<file path="src/sv/dts_pkg.sv">
package dts_pkg;
	localparam int MaxVertices = 64;
	localparam int MaxEdges = 1024;
	localparam int VW = $clog2(MaxVertices);
	localparam int EW = $clog2(MaxEdges);
	localparam int EPW = EW + 1;
	localparam int DW = $clog2(MaxVertices + 1);
	localparam logic [EPW-1:0] NoEdge = EPW'(MaxEdges);

	typedef enum logic [3:0] {
		ST_IDLE, ST_SCAN, ST_TOP, ST_EDGE, ST_TGT, ST_EMIT, ST_EMITW, ST_CLEAR
	} dts_state_t;

	typedef struct packed {
		logic add_edge;
		logic run_init;
		logic scan_next;
		logic push_scan;
		logic read_top;
		logic follow_edge;
		logic visit_tgt;
		logic pop_top;
		logic set_cycle;
		logic emit;
		logic clear;
	} dts_cmd_t;

	typedef struct packed {
		logic scan_done;
		logic scan_visited;
		logic stack_empty;
		logic top_done;
		logic tgt_skip;
		logic tgt_visited;
		logic tgt_on_stack;
		logic cycle;
		logic emit_done;
	} dts_status_t;
endpackage

</file>
<file path="src/sv/dts_ctrl.sv">
module dts_ctrl (
	input logic clk,
	input logic arst_n,
	input logic in_valid,
	input logic in_kind,
	output logic in_ready,
	output logic out_valid,
	input logic out_ready,
	input dts_pkg::dts_status_t status,
	output dts_pkg::dts_cmd_t cmd
);
	import dts_pkg::*;

	dts_state_t state_q, state_d;

	always_ff @(posedge clk or negedge arst_n) begin
		if (!arst_n) state_q <= ST_IDLE;
		else state_q <= state_d;
	end

	always_comb begin
		state_d = state_q;
		cmd = '0;
		in_ready = 1'b0;
		out_valid = 1'b0;
		case (state_q)
			ST_IDLE: begin
				in_ready = 1'b1;
				if (in_valid && !in_kind) cmd.add_edge = 1'b1;
				if (in_valid && in_kind) begin
					cmd.run_init = 1'b1;
					state_d = ST_SCAN;
				end
			end
			ST_SCAN: begin
				if (status.scan_done) state_d = ST_EMITW;
				else begin
					cmd.scan_next = 1'b1;
					if (!status.scan_visited) begin
						cmd.push_scan = 1'b1;
						state_d = ST_TOP;
					end
				end
			end
			ST_TOP: begin
				if (status.stack_empty) state_d = ST_SCAN;
				else state_d = ST_EDGE;
			end
			ST_EDGE: begin
				if (status.top_done) begin
					cmd.pop_top = 1'b1;
					state_d = ST_TOP;
				end else state_d = ST_TGT;
			end
			ST_TGT: begin
				cmd.follow_edge = 1'b1;
				state_d = ST_TOP;
				if (!status.tgt_skip) begin
					if (!status.tgt_visited) cmd.visit_tgt = 1'b1;
					else if (status.tgt_on_stack) begin
						cmd.set_cycle = 1'b1;
						state_d = ST_EMITW;
					end
				end
			end
			ST_EMITW: state_d = ST_EMIT;
			ST_EMIT: begin
				out_valid = 1'b1;
				if (out_ready) begin
					cmd.emit = 1'b1;
					if (status.cycle || status.emit_done) state_d = ST_CLEAR;
					else state_d = ST_EMITW;
				end
			end
			ST_CLEAR: begin
				cmd.clear = 1'b1;
				state_d = ST_IDLE;
			end
			default: state_d = ST_IDLE;
		endcase
	end
endmodule

</file>
<file path="config.mk">
export PLATFORM = sky130hd
export DESIGN_NAME = dts_ctrl
export DESIGN_NICKNAME = d
export VERILOG_FILES = /design/src/sv/dts_pkg.sv /design/src/sv/dts_ctrl.sv
export SDC_FILE = /design/constraint.sdc
export NUM_CORES = 1
export LEC_CHECK = 0
export ABC_CLOCK_PERIOD_IN_PS = 1600
export BUFFER_PORTS_ARGS = -buffer_cell sky130_fd_sc_hd__buf_4
export CORE_AREA = 2 2 39 41
export CTS_CLUSTER_DIAMETER = 60
export CTS_CLUSTER_SIZE = 14
export DETAILED_ROUTE_END_ITERATION = 12
export DIE_AREA = 0 0 41 43
export HOLD_SLACK_MARGIN = 0.1
export MAX_ROUTING_LAYER = met4
export PLACE_DENSITY = 0.61
export SYNTH_ARGS = -nofsm -noshare
export SYNTH_HDL_FRONTEND = slang
export SYNTH_SLANG_ARGS = --single-unit
</file>
<file path="constraint.sdc">
create_clock -name clk -period 1.6 [get_ports clk]
set_input_delay 0.16 -clock clk [delete_from_list [all_inputs] [get_ports clk]]
set_output_delay 0.16 -clock clk [all_outputs]
set_load 0.03 [all_outputs]
</file>
==> results.py <==
metrics = {
    "pwr": {
        "p_per_area_nw_per_um2": 1710,
        "totalPowerFinal_mw": 1.09,
        "irDropWorstVdd_v": 0.000820,
        "p_leak_nw": 0.317,
    },
    "drt": {
        "ant_nets": 0,
        "vias": 394,
        "vias_per_cell": 4.43,
        "drtPass1Iterations": 3,
        "finalWirelength_um": 841,
        "drcViolationCount": 0,
        "wl_per_cell_um": 9.45,
        "drtIter0Drc": 4,
    },
    "critical_path": {
        "end_kind": "output port",
        "cp_max_fo": 5,
        "cp_cell_sequence": "nor3b_2 -> nor2b_2 -> and3_4 -> buf_6",
        "critPathLaunch": "state_q[1]$_DFFE_PN0P_",
        "path_buf_inv": 1,
        "cpPeakStageDelay_ns": 0.44,
        "crit_path_top_delay_cell": "dfrtp_2",
        "crit_arrival_ns": 1.36,
        "required_ns": 1.44,
        "worstReg2RegStart": "state_q[2]$_DFFE_PN0P_",
        "crit_family": "simple AND/OR/NAND/NOR gates",
        "cp-start-kind": "flip-flop",
        "critPathKind": "flip-flop to output port",
    },
    "sta": {
        "timing.final.ws_setup_ns": 0.0780,
        "final-setup-viol-count": 0,
        "hold_viol": 0,
        "rsz0062_at_grt": "false",
        "setup_tns_ns": 0,
        "fin_crit_ns": 1.52,
        "whs_ns": 0.220,
        "post-route-period-util": 0.951,
        "slew_viol_final": 0,
        "fmax_ghz": 0.657,
        "fin_skew_ns": 0.00112,
    },
    "synthesis": {
        "synth.area.mux_share": 0.109,
        "netlist_top_cells_area": "dfrtp_1 22%, nor2b_1 7.5%, nor2_1 6.7%",
        "synth_nets": 55,
        "synth-seq-area-share": 0.225,
        "syn_avg_cell_area_um2": 8.15,
        "synth_cell_type_count": 23,
        "yosysTopAreaCell": "dfrtp_1",
        "syn_inst": 41,
        "netlist_area_um2": 334,
        "synthAdderAreaFrac": 0,
        "synth_top_family_by_area": "simple AND/OR/NAND/NOR gates",
        "netlist.area_leader.share": 0.225,
        "yosys.area_share.simple": 0.412,
        "ys_warn_count": 0,
        "synth_xor_xnor_area_share": 0,
        "synth-compound-area-share": 0.169,
        "synth-seq-cells": 3,
    },
    "clock_tree": {
        "cts_buffers": 3,
        "root_buffer": "clkbuf_4",
        "cts_tree": "built",
        "path_clk_slew_ns": 0.04,
        "h-tree-depth": 1,
        "cts.path.max_buffers": 2,
        "clock_sinks": 3,
        "clk_latency_ns": 0.23,
    },
    "floorplan": {
        "rows": 14,
        "core_um2": 1380,
        "initial_core_util": 0.241,
        "dieWidth_um": 41,
        "die_h_um": 43,
        "die-area_um2": 1760,
        "pin_count": 27,
    },
    "cells_and_area": {
        "reg_top3": "state_q (3)",
        "largest_reg_flops": 3,
        "finish.net_count": 88,
        "antennaDiodeCount": 0,
        "fin_cells": 89,
        "final_common_cell": "buf_4",
        "area_growth_pct": 91.0,
        "seqCellArea_um2": 78.8,
        "final_cell_mix": "30 x buf_4, 6 x nor2_1, 4 x nand2_1",
        "top_register": "state_q",
        "multiInputGateArea_um2": 267,
        "drive_above_1_share": 0.644,
        "fillCellCount": 147,
    },
    "placement": {
        "pre_cts_slack_ns": 0.141,
        "place_congestion": 0.714,
        "portBuffers": 25,
        "placed_cells": 81,
        "hpwlAfterDp_um": 671,
    },
    "run": {
        "cap_viol_max_count": 0,
    },
    "global_routing": {
        "busiest_layer": "met2",
        "met1_usage": 0.104,
        "grt.overflow.total": 0,
        "grt_max_degree": 9,
        "gr-usage-met3": 0.0471,
        "grt_pass1_vias": 361,
        "antenna_found_initial": 0,
        "grt_pass1_wl_um": 1310,
        "grt_util_met2": 0.194,
        "grt_usage": 0.109,
    },
    "hold_path": {
        "hold_path_class": "primary input to flip-flop",
        "min-delay-start": "status[7]",
    },
    "status": {
        "status": "finished, final reports clean",
    },
}
-- worst reg2reg max path, cell delays in order, from the launching register on --
cell	delay [ns]
dfrtp_2	0.43
buf_4	0.17
nor2_1	0.16
a2bb2oi_2	0.09
o21ai_2	0.14
mux2_1	0.33
-- final timing paths --
path                                     endpoint  slack, ns  depth (start not counted)
max in group asynchronous  state_q[0]$_DFFE_PN0P_       1.25                          2
setup reg to reg           state_q[0]$_DFFE_PN0P_       0.16                          5
min in group asynchronous  state_q[2]$_DFFE_PN0P_       0.25                          2
hold / removal             state_q[1]$_DFFE_PN0P_       0.22                          4
hold reg to reg            state_q[2]$_DFFE_PN0P_       0.58                          1
setup / recovery                           cmd[2]       0.08                          4
-- repair_timing --
| item | 4_1_cts | 5_1_grt |
|---|---|---|
| endpoints found under the setup margin | 2 | 4 |
| pin swaps | 0 | 2 |
| hold buffers | 1 | 0 |
| gates resized for setup | 3 | 3 |
| buffers inserted | 3 | 0 |
| endpoints found under the hold margin | 3 | 0 |
-- cells by family (layout without fill, tap and decap cells) --
logic type | after synthesis | count (layout)
and+or+nand+nor | 23 | 23
buffers and inverters | 4 | 36
AOI/OAI and AO/OA | 7 | 7
DFF | 3 | 3
muxes | 3 | 3
other | 1 | 1
-- through the flow --
stage / util / area [µm²]
floorplan: - / 359
global placement: 0.408 / 564
detailed placement: 0.408 / 564
CTS: 0.453 / 627
global route: 0.461 / 638
finish: 0.461 / 638
-- synth_stat cells --
master     number
and4b_1         1
a21oi_1         1
nand2_1         4
o21ai_2         1
buf_4           2
nor3b_2         1
and2_1          1
a2bb2oi_2       1
and3_1          3
nor4b_2         1
mux2_1          1
nor3b_1         1
mux2_4          1
nor3_1          1
nor2b_1         4
o21ai_0         2
buf_2           2
a211o_1         1
nor2_1          6
mux2i_1         1
dfrtp_1         3
o22a_1          1
conb_1          1
-- per-layer routing --
layer | wire length (µm) | part of all wire
met1 | 330 | 0.39
met2 | 464 | 0.55
met3 | 46 | 0.055
met4 | 0 | 0
met5 | 0 | 0
-- report_power, final --
group,leakage [nW],total (mW),internal (mW),switching [mW]
clock network,0.0150,0.132,0.0934,0.0387
logic,0.269,0.784,0.391,0.393
registers,0.0331,0.177,0.124,0.0538
total,0.317,1.09,0.608,0.485
-- layout make-up --
class	instances	share of cell area
well taps	16	0.0314
repair buffers	32	0.386
clock buffers	4	0.0412
multi-input cells	34	0.418
flip-flops and latches	3	0.124
No activity file was read; power rests on OpenSTA's default activity.
